**src/hw/rtl/fsdm_pkg.sv**
```systemverilog
// shared constants and stage payload type for the floored signed divider
`default_nettype none

package fsdm_pkg;

   // arithmetic width; operand bits above this width are ignored
   localparam int unsigned DATA_WIDTH = 64;

   // width of the operand and result ports
   localparam int unsigned WORD_WIDTH = 64;

   // operation codes carried in the kind field
   localparam logic KIND_QUOTIENT = 1'b0;
   localparam logic KIND_MODULO   = 1'b1;

   // payload carried from cell to cell down the divider chain
   typedef struct packed {
      logic                  kind;
      logic                  differ;
      logic                  div_neg;
      logic                  div_by_zero;
      logic [DATA_WIDTH-1:0] divisor_mag;
      logic [DATA_WIDTH-1:0] rem;
      logic [DATA_WIDTH-1:0] quo;
   } fsdm_stage_type;

endpackage

`default_nettype wire

```
**src/hw/rtl/fsdm_cell.sv**
```systemverilog
// one restoring division cell: one quotient bit per stage
`default_nettype none

module fsdm_cell
   import fsdm_pkg::*;
(
   input  wire logic           clock,
   input  wire logic           reset,
   input  wire logic           adv,
   input  wire logic           in_valid,
   input  wire fsdm_stage_type in_stage,
   output logic                out_valid,
   output fsdm_stage_type      out_stage
);

   logic                  valid_ff;
   fsdm_stage_type        stage_ff;
   fsdm_stage_type        stage_in;
   logic [DATA_WIDTH:0]   shifted;
   logic [DATA_WIDTH:0]   trial;

   // shift in next dividend bit and try the subtraction
   always_comb begin
      shifted  = {in_stage.rem, in_stage.quo[DATA_WIDTH-1]};
      trial    = shifted - {1'b0, in_stage.divisor_mag};
      stage_in = in_stage;
      stage_in.rem = trial[DATA_WIDTH] ? shifted[DATA_WIDTH-1:0] : trial[DATA_WIDTH-1:0];
      stage_in.quo = {in_stage.quo[DATA_WIDTH-2:0], ~trial[DATA_WIDTH]};
   end

   // stage valid
   always_ff @(posedge clock) begin
      if (reset) begin
         valid_ff <= 1'b0;
      end else if (adv) begin
         valid_ff <= in_valid;
      end
   end

   // stage payload
   always_ff @(posedge clock) begin
      if (adv && in_valid) begin
         stage_ff <= stage_in;
      end
   end

   assign out_valid = valid_ff;
   assign out_stage = stage_ff;

endmodule

`default_nettype wire

```
**config.mk**
```make
export PLATFORM = sky130hd
export DESIGN_NAME = fsdm_cell
export DESIGN_NICKNAME = d
export VERILOG_FILES = /design/src/hw/rtl/fsdm_pkg.sv /design/src/hw/rtl/fsdm_cell.sv
export SDC_FILE = /design/constraint.sdc
export NUM_CORES = 1
export LEC_CHECK = 0
export BUFFER_PORTS_ARGS = -buffer_cell sky130_fd_sc_hd__clkbuf_2
export CAP_MARGIN = 20
export CORE_AREA = 2 2 156 158
export DETAILED_ROUTE_END_ITERATION = 10
export DIE_AREA = 0 0 158 160
export PLACE_DENSITY_LB_ADDON = 0.08
export SLEW_MARGIN = 10
export SYNTH_ARGS = -nofsm -noshare
export SYNTH_HDL_FRONTEND = slang
export SYNTH_SLANG_ARGS = --single-unit
```
**constraint.sdc**
```tcl
create_clock -name clock -period 16.77 [get_ports clock]
set_input_delay 0.8385 -clock clock [delete_from_list [all_inputs] [get_ports clock]]
set_output_delay 0.8385 -clock clock [all_outputs]
set_load 0.05 [all_outputs]
```
Word level (Yosys, flattened, before mapping)
Cells that the tools add are included.
{ "op_classes": {"add_sub_neg": 1, "reduce_logical": 1, "n_bitwise": 1, "mux": 1} }
{ "ops": {"columns": ["op", "count"], "rows": [
  ["subtractor 65 x 64 -> 65 bit", 1],
  ["2-to-1 mux 64 bit", 1],
  ["logical AND 1 bit", 1],
  ["NOT 1 bit", 1]
]} }
{ "word_totals": {"ff_bits": 197, "output_inout_bits": 197} }

Longest topological paths before layout
{ "depth": {"word_depth": 2, "depth_mapped": 14} }

Worst setup path after synthesis
Ideal clock, no wire load.
{ "synth_path": {"kind": "input-to-reg", "startpoint": "input port in_valid", "endpoint": "register stage_ff, in the netlist out_stage[0], enable pin", "required_time_ns": 16.190, "arrival_ns": 5.303, "path_stages": 1, "path_slack_ns": 10.887, "n_path_buf": 0, "cell_sequence": "and2_1"} }
{ "synth_via": {"elab_chain_len": 1} }
{ "synth_rtl": {"columns": ["item", "line", "source"], "rows": [
  ["from (decl)", "fsdm_cell.sv:10", "input wire logic in_valid,"],
  ["logical AND 1 bit", "fsdm_cell.sv:42", "if (adv && in_valid) begin"],
  ["to (signal assigned)", "fsdm_cell.sv:43", "stage_ff <= stage_in;"],
  ["to (decl)", "fsdm_cell.sv:17", "fsdm_stage_type stage_ff;"]
]} }
No other way between the ends.
A chain may end at the register's enable or synchronous reset.

==> impl_metrics.json <==
{
  "postCtsSetupBuffers": 0,
  "min-delay-start": "reset",
  "die-area_um2": 25300,
  "antenna_left": 0,
  "fin_nets": 1589,
  "ctsHtreeMaxLevel": 4,
  "cpPeakStageDelay_ns": 0.62,
  "synth_nets": 1205,
  "grt_max_degree": 78,
  "finalMaxSlewViolations": 0,
  "startpoint": "in_stage[155]",
  "drive_above_1_share_pct": 33.4,
  "pwr_density_cell_nw_per_um2": 107,
  "path_max_fanout": 60,
  "fin_crit_sh_pct": 25.7,
  "worst_pin_slew_ns": 0.980,
  "syn_to_final_growth_pct": 26.2,
  "hold_viol": 0,
  "syn_area_um2": 11000,
  "crit_chain": "clkbuf_2, inv_1, ha_1, nand4_1, or4_1, or3_1, o32a_1, a21oi_2, o21ai_1, and2_4, o211a_4, inv_6, mux2_1",
  "via_count": 8777,
  "antenna_found_initial": 0,
  "grt_pass1_vias": 8564,
  "first_pass_iters": 5,
  "rr_startpoint": "out_valid",
  "drv_cap": 0,
  "end_kind": "register",
  "path_buf_inv": 3,
  "drtIter0Drc": 637,
  "synthTopCellsByArea": "edfxtp_1, ha_1, mux2_1",
  "worstPathRequired_ns": 16.95,
  "ys_ff_latch": 197,
  "wl_per_cell_um": 18.1,
  "gr-total-overflow": 0,
  "netlist.area_leader.share_pct": 53.5,
  "hpwl_mm": 23.4,
  "layout_min_cycle_time_ns": 4.32,
  "grt_pass1_wl_mm": 45.4,
  "synth-edff-count": 196,
  "switchingPower_mw": 0.536,
  "relSlewSlack_pct": 34.6,
  "start_util_pct": 46.2,
  "power.internal_mw": 0.952,
  "finClkSkew_ns": 0,
  "postCtsHoldBufs": 0,
  "die_w_um": 158,
  "avgSynthCellArea_um2": 11.7,
  "netlist_instances": 940,
  "ys.warnings.count": 0,
  "yosysSeqAreaShare_pct": 53.6,
  "fin_tns_setup_ns": 0,
  "gr-usage-all-layers_pct": 23.2,
  "async_flop_share_pct": 0,
  "ir_worst_vdd_mv": 0.0691,
  "n_antenna_cell": 0,
  "portBuffers": 396,
  "synthTopCellsByCount": "edfxtp_1, inv_1, a21oi_1, ha_1, nand2_1",
  "yosysTopAreaCell": "edfxtp_1",
  "cts_inserted_buffers": 17,
  "hold_ws_ns": 0.541,
  "status": "finished, final reports clean",
  "synthFlopType": "edfxtp_1",
  "finish.utilization_pct": 58.3,
  "rsz0062_at_grt": "no",
  "clk_pin_slew_worst_paths_ns": 0.09,
  "gp_congestion": 0.856,
  "worstSkewPairLatency_ns": 0.44,
  "crit_slowest_cell": "or4_1",
  "ios": 397,
  "cts_buffer_depth": 2,
  "swShare_pct": 36.0,
  "worstSetupPathType": "in -> reg",
  "min_path_type": "in -> reg",
  "cts_tree": "done",
  "routed_wl_mm": 30.0,
  "cp_top_family": "simple AND/OR/NAND/NOR gates",
  "setup_viol": 0,
  "pwr-share-clk_pct": 29.9,
  "cts.sinks": 197,
  "power_frac_seq_pct": 40.8,
  "finalInstanceArea_um2": 13900,
  "worstPathArrival_ns": 4.50,
  "synth_most_common_cell": "edfxtp_1",
  "yosysUniqueCellTypes": 74,
  "dieHeight_um": 160,
  "cts-root-buf": "clkbuf_16",
  "cts_resized": 0,
  "p_comb_share_pct": 29.4,
  "fillerInstances": 2134,
  "viasPerCell": 5.28,
  "leakage_nw": 6.23,
  "placedInstanceArea_um2": 13200,
  "drc": 0,
  "coreArea_um2": 23800,
  "clock.fmax_ghz": 0.232,
  "crit_path_start_kind": "primary input",
  "rows": 57
}
==> metal layers <==
metal	vias up	routed length (um)	track usage [%]
li1	4263	-	-
met1	4166	12300	28.9
met2	314	14800	39.6
met3	34	2290	5.67
met4	0	610	7.00
met5	-	0	0
==> cell families after synthesis <==
group	count (synthesis)	synth area share (%)
AO/OA/AOI/OAI	241	14.4
AND/OR/NAND/NOR	197	8.92
flip-flops	197	53.6
buffers and inverters	120	4.57
adder cells (fa/ha/maj)	65	7.46
multiplexers	63	6.44
XOR/XNOR	57	4.54
==> power by group through the flow <==
stage                     Sequential, mW  Combinational, mW  Clock (mW)
after floorplan                    0.763              0.186           0
after global placement             0.617              0.432           0
after detailed placement           0.618              0.437           0
after CTS                          0.607              0.439       0.455
after global routing               0.611              0.470       0.469
final                              0.606              0.437       0.444
==> path summary, 6_finish.rpt <==
kind | to | slack [ns] | depth (start not counted)
worst max-delay path | out_stage[78] | 12.45 | 13
worst min-delay path | out_valid | 0.54 | 2
worst max register to register | out_valid | 16.16 | 2
worst min register to register | out_valid | 0.54 | 2
==> sequential cells by signal, summed over array words and instances, names as in the netlist <==
| name | cells |
|---|---|
| out_stage | 196 |
| out_valid | 1 |
==> placed cells by master, fill, tap and decap left out, drive strengths merged, types with 8 or more instances in the layout <==
| cell type | netlist | final |
|---|---|---|
| clkbuf | 25 | 413 |
| edfxtp | 196 | 196 |
| inv | 87 | 95 |
| a21oi | 79 | 79 |
| ha | 64 | 64 |
| nand2 | 62 | 62 |
| mux2 | 57 | 57 |
| nor2 | 41 | 41 |
| o21ai | 38 | 38 |
| xnor2 | 34 | 34 |
| a21o | 32 | 32 |
| xor2 | 23 | 23 |
| nand4 | 21 | 21 |
| o21bai | 15 | 15 |
| nand3 | 10 | 10 |
| nor2b | 10 | 10 |
| nor3 | 9 | 9 |
| nand2b | 9 | 9 |
| o21a | 8 | 8 |
==> worst reg2reg max path: cells and delay by family, from the launching register on <==
kind,cells,cell delay [ns]
AND/OR/NAND/NOR,1,0.12
AO/OA/AOI/OAI,1,0.07
flip-flops,1,0.36
==> layout make-up <==
type                            count  area [um^2]  area share, %
Sequential cell                   197         5910           42.5
Inverter                           87          332           2.39
Multi-Input combinational cell    623         4610           33.2
Tap cell                          324          405           2.92
Timing Repair Buffer              398         2000           14.4
Clock inverter                     15          218           1.57
Clock buffer                       17          425           3.06
==> through the flow <==
step | std cells | setup WS (ns) | total power, mW
6_report | 1661 | 12.45 | 1.49
5_1_grt | 1661 | 12.24 | 1.55
4_1_cts | 1661 | 12.46 | 1.50
3_5_place_dp | 1629 | 12.02 | 1.05
3_3_place_gp | 1629 | 12.10 | 1.05
2_1_floorplan | 940 | 10.89 | 0.948
(Power assumes the default switching activity.)
