===== src/hw/rtl/fsdm_pkg.sv =====
// shared constants and stage payload type for the floored signed divider
`default_nettype none

package fsdm_pkg;

   // arithmetic width; operand bits above this width are ignored
   localparam int unsigned DATA_WIDTH = 64;

   // width of the operand and result ports
   localparam int unsigned WORD_WIDTH = 64;

   // operation codes carried in the kind field
   localparam logic KIND_QUOTIENT = 1'b0;
   localparam logic KIND_MODULO   = 1'b1;

   // payload carried from cell to cell down the divider chain
   typedef struct packed {
      logic                  kind;
      logic                  differ;
      logic                  div_neg;
      logic                  div_by_zero;
      logic [DATA_WIDTH-1:0] divisor_mag;
      logic [DATA_WIDTH-1:0] rem;
      logic [DATA_WIDTH-1:0] quo;
   } fsdm_stage_type;

endpackage

`default_nettype wire


===== src/hw/rtl/fsdm_prep.sv =====
// input stage: operand sign split and magnitudes
`default_nettype none

module fsdm_prep
   import fsdm_pkg::*;
(
   input  wire logic                   clock,
   input  wire logic                   reset,
   input  wire logic                   adv,
   input  wire logic                   in_valid,
   input  wire logic                   in_kind,
   input  wire logic [WORD_WIDTH-1:0]  in_dividend,
   input  wire logic [WORD_WIDTH-1:0]  in_divisor,
   output logic                        out_valid,
   output fsdm_stage_type              out_stage
);

   logic                  valid_ff;
   fsdm_stage_type        stage_ff;
   fsdm_stage_type        stage_in;
   logic [DATA_WIDTH-1:0] dividend_w;
   logic [DATA_WIDTH-1:0] divisor_w;
   logic                  dividend_neg;
   logic                  divisor_neg;

   // low bits only, then magnitudes (most negative maps onto 2^(w-1))
   always_comb begin
      dividend_w   = in_dividend[DATA_WIDTH-1:0];
      divisor_w    = in_divisor[DATA_WIDTH-1:0];
      dividend_neg = dividend_w[DATA_WIDTH-1];
      divisor_neg  = divisor_w[DATA_WIDTH-1];
      stage_in.kind        = in_kind;
      stage_in.differ      = dividend_neg ^ divisor_neg;
      stage_in.div_neg     = divisor_neg;
      stage_in.div_by_zero = (divisor_w == '0);
      stage_in.divisor_mag = divisor_neg ? (DATA_WIDTH'(0) - divisor_w) : divisor_w;
      stage_in.rem         = '0;
      stage_in.quo         = dividend_neg ? (DATA_WIDTH'(0) - dividend_w) : dividend_w;
   end

   // stage valid
   always_ff @(posedge clock) begin
      if (reset) begin
         valid_ff <= 1'b0;
      end else if (adv) begin
         valid_ff <= in_valid;
      end
   end

   // stage payload
   always_ff @(posedge clock) begin
      if (adv && in_valid) begin
         stage_ff <= stage_in;
      end
   end

   assign out_valid = valid_ff;
   assign out_stage = stage_ff;

endmodule

`default_nettype wire


===== config.mk =====
export PLATFORM = sky130hd
export DESIGN_NAME = fsdm_prep
export DESIGN_NICKNAME = d
export VERILOG_FILES = /design/src/hw/rtl/fsdm_pkg.sv /design/src/hw/rtl/fsdm_prep.sv
export SDC_FILE = /design/constraint.sdc
export NUM_CORES = 1
export LEC_CHECK = 0
export ABC_AREA = 1
export BUFFER_PORTS_ARGS = -buffer_cell sky130_fd_sc_hd__buf_2
export CAP_MARGIN = 40
export CORE_ASPECT_RATIO = 2
export CORE_MARGIN = 2
export CORE_UTILIZATION = 41
export CTS_CLUSTER_DIAMETER = 120
export DETAILED_ROUTE_END_ITERATION = 8
export GPL_TIMING_DRIVEN = 1
export PLACE_DENSITY = 0.75
export SLEW_MARGIN = 20
export SYNTH_ARGS = -nofsm -noshare
export SYNTH_HDL_FRONTEND = slang
export SYNTH_SLANG_ARGS = --single-unit
export TNS_END_PERCENT = 30

===== constraint.sdc =====
create_clock -name clock -period 4.2 [get_ports clock]
set_input_delay 0 -clock clock [delete_from_list [all_inputs] [get_ports clock]]
set_output_delay 0 -clock clock [all_outputs]
set_load 0.01 [all_outputs]

## After elaboration in Yosys (flattened, before gate mapping)

Cells that the tools add are included.

| storage, ports and cells | value |
|---|---|
| register bits after elaboration | 133 |
| input bits | 133 |
| output and inout bits | 197 |
| word-level logic and storage cells | 16 |

| operators by class | value |
|---|---|
| $add $sub $neg | 2 |
| multiplexer cells | 2 |
| bitwise logic cells | 1 |
| reductions and logical operators | 2 |

Operator list:

| cell | count |
|---|---|
| 1-bit by 64-bit subtractor with 64-bit output (first input constant) | 2 |
| 63-bit two-way mux | 2 |
| 64-bit logical NOT | 1 |
| 1-bit logical AND | 1 |
| 1-bit XOR | 1 |

## Logic depth before layout (Yosys ltp)

Gate-level depths: netlist of the first run.

| logic depth | value |
|---|---|
| word-level depth | 2 |
| gate-level depth with buffers | 11 |
| gate-level depth less buffers | 11 |

## Worst setup path before layout of the first run

OpenSTA, ideal clock, no wires.

| timing path | value |
|---|---|
| path type | input -> register |
| from | in adv |
| to | reg stage_ff, in the netlist out_stage[0], enable pin |
| setup time | 0.485 ns |
| arrival time | 2.610 ns |
| required time | 3.715 ns |
| slack | 1.105 ns |
| stages | 2 |
| path buffers | 0 |
| cell sequence | nand2_1 > inv_1 |

| between the ends | value |
|---|---|
| word-level cells in the longest chain between the ends | 1 |

RTL lines:

| item | RTL line | source |
|---|---|---|
| from (decl) | fsdm_prep.sv:9 | `input wire logic adv,` |
| 1-bit logical AND | fsdm_prep.sv:52 | `if (adv && in_valid) begin` |
| to (signal assigned) | fsdm_prep.sv:53 | `stage_ff <= stage_in;` |
| to (decl) | fsdm_prep.sv:19 | `fsdm_stage_type stage_ff;` |

Every way passes these cells.
A chain may end at the register's enable or synchronous reset.

==> metrics.yaml, run 1 <==
cpMaxStageDelayCell: "dlygate4sd3_1"
htree_levels: 4
wl_per_cell_um: 18.9
antenna_found_initial: 0
slew_violations: 0
synthMuxAreaShare_pct: 0
worstSetupStartpointType: "primary input"
setup_violations: 0
p_seq_share_pct: 41.2
ys_seq_elements: 133
hold_class: "primary input to flip-flop"
n_fill_cell: 1936
skew_ns: 0
slowest_delay_ns: 0.54
crit_start: "in_divisor[1]"
io_buffers: 265
ys_types: 34
overflow: 0
outcome: "finished, final reports clean"
holdWs_ns: 0.0343
fin_crit_sh_pct: 45.7
path_clk_slew_ns: 0.06
clockPowerShare_pct: 39.1
dr.pass1.iters: 5
arrival_ns: 2.09
synth-simple-area-share_pct: 35.6
syn_area_um2: 8950
drv_cap: 0
rsz0062_at_grt: "no"
cpMostUsedCell: "nand2_2"
clock_path_buffers: 2
crit_chain: "dlygate4sd3_1 > buf_2 > inv_1 > ha_1 > nand2_2 > nor2_8 > nand2_2 > nor2_2 > nand3_1 > nor3_1"
clock_sinks: 133
power.share.combinational_pct: 19.7
hpwl_um: 26500
r2r_slack_ns: 3.10
cts_root_buffer: "clkbuf_16"
viasPerCell: 5.06
hold_depth: 2
post-route-drc-count: 0
p_per_area_nw_per_um2: 322
synth-adder-area-share_pct: 0.280
fin_crit_ns: 1.92
place_congestion: 1.05
design.core.area_um2: 21500
hold_start: "in_divisor[25]"
synth_top_cell_by_area: "edfxtp_1"
p_leak_nw: 5.42
area_growth_pct: 36.3
first_iter_violations: 437
crit_type: "primary input to flip-flop"
reg2regPathDepth: 3
critPathCaptureType: "flip-flop"
synth.area.top_cells: "edfxtp_1, nand2_1, nor2_1"
cts_tree: "built"
max_slew_margin_pct: 63.3
critPathRequiredTime_ns: 4.37
die_h_um: 213
synth_warnings: 0
grt_max_degree: 60
grt_pass1_vias: 9333
synth-compound-area-share_pct: 3.10
reg2reg_to: "out_valid"
yosysMostFrequentCell: "nand2_1"
rows: 76
synth_top_family_by_area: "simple AND/OR/NAND/NOR gates"
synthXorXnorAreaFrac_pct: 6.17
start_util_pct: 41.6
ys_top_cells_by_count: "nand2_1, nor2_1, edfxtp_1"
r2r-start: "out_valid"
critPathCapture: "out_stage[192]"
hold_viol_final: 0
ir_drop_mv: 0.203
synth_top_area_share_pct: 44.3
synthFlopType: "edfxtp_1"
drive_above_1_share_pct: 22.3
p_int_mw: 2.77
cts-buffers-inserted: 17
async_reset_ff_share_pct: 0
fmax_mhz: 520
setup_tns_ns: 0
path_max_fanout: 7
clock_latency_ns: 0.43
swShare_pct: 29.4
synthCells: 1161
grt_pass1_wl_um: 49800
p_sw_mw: 1.16
die_x_um: 108
antenna_cells: 0
final_nets: 1690
synth.yosys.seq_area_share_pct: 44.5
dieArea_um2: 23100
antenna_left: 0
synth-edff-count: 132
io_pins: 330
vias: 9313
cts-resized-gates: 0
grt_use_total_pct: 30.1
finalWirelength_um: 34900
tightest_slew_ns: 0.544
syn_avg_cell_area_um2: 7.71
==> sequential cells by signal, summed over array words and instances, names as in the netlist <==
signal / flops
out_valid: 1
out_stage: 132
==> logic make-up (layout without fill, tap and decap cells) <==
| logic type | Yosys count | after routing |
|---|---|---|
| compound gates | 45 | 45 |
| xor+xnor | 63 | 63 |
| fa+ha+maj | 2 | 2 |
| buf+inv | 176 | 520 |
| flops | 133 | 133 |
| other cells | 1 | 64 |
| simple gates | 741 | 741 |
==> metal layers <==
metal / vias to the layer above / share of wire (%) / track usage [%]
met5: - / 0 / 0
met4: 0 / 10 / 28.9
met3: 158 / 6.5 / 5.49
met2: 518 / 54 / 55.9
met1: 4201 / 30 / 25.4
li1: 4436 / - / -
==> stage by stage <==
step                      instance area, um2  utilization (%)  power (mW)  cells  worst slack [ns]
after floorplan                         9190                -        2.04   1224              1.10
after global placement                 10300             48.1        2.30   1685              2.38
after detailed placement               10400             48.2        2.31   1686              2.37
after CTS                              12200             56.6        3.92   1840              2.39
after global routing                   12200             56.7        4.05   1841              2.16
final                                  12200             56.7        3.93   1841              2.28
==> cell type report <==
class	count	area, um2	share of cell area [%]
clock buffers	17	425	3.49
clock inverters	15	168	1.37
inverters	96	363	2.98
multi-input cells	915	4280	35.1
flip-flops and latches	133	3980	32.7
repair buffers	392	2630	21.6
well taps	273	342	2.80
==> worst min-delay path by stage <==
stage	end
5_1_grt	out_stage[153]
3_5_place_dp	out_valid
2_1_floorplan	out_valid
6_report	out_stage[153]
3_3_place_gp	out_valid
4_1_cts	out_stage[22]
==> cell usage in the layout, fill, tap and decap left out, drive strengths merged, types with 3 or more instances in the layout <==
master / n
a21oi: 6
buf: 270
clkbuf: 17
clkinv: 3
clkinvlp: 3
conb: 64
dlygate4sd3: 122
edfxtp: 132
inv: 103
nand2: 381
nand3: 95
nand3b: 10
nand4: 25
nor2: 224
nor3: 5
o21ai: 36
xnor2: 40
xor2: 23
==> worst max-delay path, delay by kind of cell <==
family / cells / cell delay, ns
adders and majority gates: 1 / 0.24
buffers and inverters: 3 / 0.74
and+or+nand+nor: 6 / 1.10
==> timing repair <==
action / in CTS / in global routing
endpoints found under the hold margin: 123 / 0
hold buffers: 122 / 0
endpoints found under the setup margin: 0 / 0
setup buffers: 0 / 0
==> power by group through the flow <==
stage	logic, mW	clock network [mW]	registers, mW
6_report	0.776	1.54	1.62
5_1_grt	0.835	1.59	1.63
4_1_cts	0.756	1.55	1.62
3_5_place_dp	0.663	0	1.64
3_3_place_gp	0.651	0	1.64
2_1_floorplan	0.341	0	1.70
(Power assumes the default switching activity.)
==> run 2, diff against run 1 <==
ABC_AREA = 0   (was 1)
PLACE_DENSITY = 0.78   (was 0.75)
clock period = 2 ns   (was 4.2 ns; I/O delays follow)
==> run 2 against run 1 <==
  * Sequential share of layout area grew 1.7 points
  * Die area shrank 16%
  * Global-route usage down 3.7 points
  * Core utilization increased by 8.4 points
  * Final area fell by 5.0%
==> metrics.yaml, run 2 <==
outcome: "finished, final reports clean"
p_per_area_nw_per_um2: 721
dpl_worst_slack_ns: -0.310
max_slew_margin_pct: 65.0
slowest_delay_ns: 0.58
crit_type: "primary input to flip-flop"
crit_chain: "dlygate4sd3_1 > buf_2 > or4_4 > nor2_2 > nand3b_1 > buf_4 > o31ai_2 > xnor2_1"
grt_use_total_pct: 26.3
place_congestion: 0.915
finalWirelength_um: 26100
die_h_um: 195
design.core.area_um2: 17800
post-route-drc-count: 0
grt_pass1_wl_um: 38800
path_max_fanout: 3
overflow: 0
cts_root_buffer: "clkbuf_16"
n_fill_cell: 1299
setup_violations: 0
hold_start: "in_dividend[31]"
yosysMostFrequentCell: "edfxtp_1"
antenna_found_initial: 2
first_iter_violations: 360
grt_pass1_vias: 7440
ir_drop_mv: 0.527
synth.area.top_cells: "edfxtp_1, xnor2_1, buf_4"
async_reset_ff_share_pct: 0
skew_ns: 0
synthCells: 616
synth_warnings: 0
syn_area_um2: 7460
cts_tree: "built"
hold_viol_final: 0
crit_start: "in_dividend[58]"
ys_seq_elements: 133
dieArea_um2: 19400
clock_path_buffers: 2
synth-edff-count: 132
setup_slack_ns: 0.0125
seq_area_um2: 3980
rsz0062_at_grt: "no"
hpwl_um: 17700
multi_input_area_um2: 3280
ys_top_cells_by_count: "edfxtp_1, xnor2_1, buf_4"
critPathRequiredTime_ns: 2.16
synth_top_area_share_pct: 53.1
hold_class: "primary input to flip-flop"
critPathCaptureType: "flip-flop"
vias: 7023
io_pins: 330
htree_levels: 4
clock_sinks: 133
cts-buffers-inserted: 17
final_nets: 1242
die_x_um: 99.4
syn_avg_cell_area_um2: 12.1
cpMaxStageDelayCell: "or4_4"
viasPerCell: 5.26
ys_types: 46
fin_crit_sh_pct: 99.4
grt_max_degree: 61
io_buffers: 265
fin_total_pwr_mw: 8.36
dr.pass1.iters: 5
final_cell_mix: "buf_2, edfxtp_1, xnor2_1"
synthFlopType: "edfxtp_1"
drv_cap: 0
drive_above_1_share_pct: 40.8
clock_latency_ns: 0.41
antenna_left: 0
worstSetupStartpointType: "primary input"
tightest_slew_ns: 0.521
area_growth_pct: 55.3
wl_per_cell_um: 19.6
fmax_mhz: 503
synth_top_cell_by_area: "edfxtp_1"
fin_crit_ns: 1.99
slew_violations: 0
largest_reg_flops: 132
synth.yosys.seq_area_share_pct: 53.4
r2r-start: "out_valid"
start_util_pct: 41.9
arrival_ns: 2.15
rows: 69
p_leak_nw: 4.61
final_common_cell: "buf_2"
path_clk_slew_ns: 0.06
## run 2: cell count changes in the layout (fill, tap and decap cells not counted), sizes merged, moves of 10 or more
cell   previous run  this run
o41ai             0        25
or3               0        17
nand4            25        11
nand3            95         9
nor4              0        17
xnor2            40       117
nand2           381        37
nor3              5        15
buf             270       377
nor2            224        15
or4               0        16
inv             103         7
xor2             23         6
o31ai             0        38
## run 2: timing repair
| action | in CTS | in global routing |
|---|---|---|
| buffers inserted | 0 | 2 |
| endpoints found under the setup margin | 0 | 27 |
| hold buffers | 116 | 0 |
| resized for setup | 0 | 28 |
| hold endpoints to repair | 113 | 0 |
## run 2: worst max-delay path, delay by kind of cell
family	cells	cell delay [ns]
buffers and inverters	3	0.90
AO/OA/AOI/OAI	1	0.20
XOR/XNOR	1	0.09
AND/OR/NAND/NOR	3	0.94
## run 2: through the flow
stage / utilization [%] / area, um2 / hold slack, ns / setup TNS, ns / cells
after floorplan: - / 7700 / 0.0724 / 0 / 679
final: 65.1 / 11600 / 0.0199 / 0 / 1334
after global routing: 65.1 / 11600 / 0.00777 / 0 / 1334
after CTS: 64.1 / 11400 / 0.000520 / 0 / 1331
after global placement: 54.0 / 9610 / 0.158 / -5.46 / 1183
after detailed placement: 54.0 / 9610 / 0.161 / -8.05 / 1183
## run 2: report_power, final
group | switching [mW] | leakage [nW] | total, mW | internal [mW]
clock | 1.24 | 0.305 | 3.45 | 2.21
combinational | 0.791 | 3.06 | 1.50 | 0.705
sequential | 0.0603 | 1.24 | 3.41 | 3.35
total | 2.09 | 4.61 | 8.36 | 6.27
## run 2: cells by family (layout without fill, tap and decap cells)
| family | Yosys count | in the layout | share of synthesized area [%] |
|---|---|---|---|
| simple gates | 162 | 162 | 13.5 |
| flops | 133 | 133 | 53.4 |
| xor+xnor | 123 | 123 | 14.4 |
| compound gates | 105 | 105 | 10.3 |
| buf+inv | 90 | 531 | 7.97 |
| fa+ha+maj | 2 | 2 | 0.335 |
| other cells | 1 | 65 | 0.0503 |
## run 2: path summary, 6_finish.rpt
path | cells after the start | slack [ns] | end
min reg2reg | 3 | 1.06 | out_valid
min | 3 | 0.02 | out_stage[31]
max reg2reg | 3 | 0.86 | out_valid
max | 8 | 0.01 | out_stage[61]
## run 2: cell type report
cell class | instances | share of cell area, %
diodes | 1 | 0.0216
inverters | 6 | 0.194
well taps | 213 | 2.30
clock buffers | 19 | 3.74
flip-flops and latches | 133 | 34.4
repair buffers | 493 | 29.3
multi-input cells | 456 | 28.3
clock inverters | 13 | 1.77
## run 2: layer usage
layer / track usage, % / part of all wire [%]
met5: 0 / 0.061
met4: 15.4 / 5.5
met3: 6.04 / 7.6
met2: 51.5 / 57
met1: 23.4 / 30
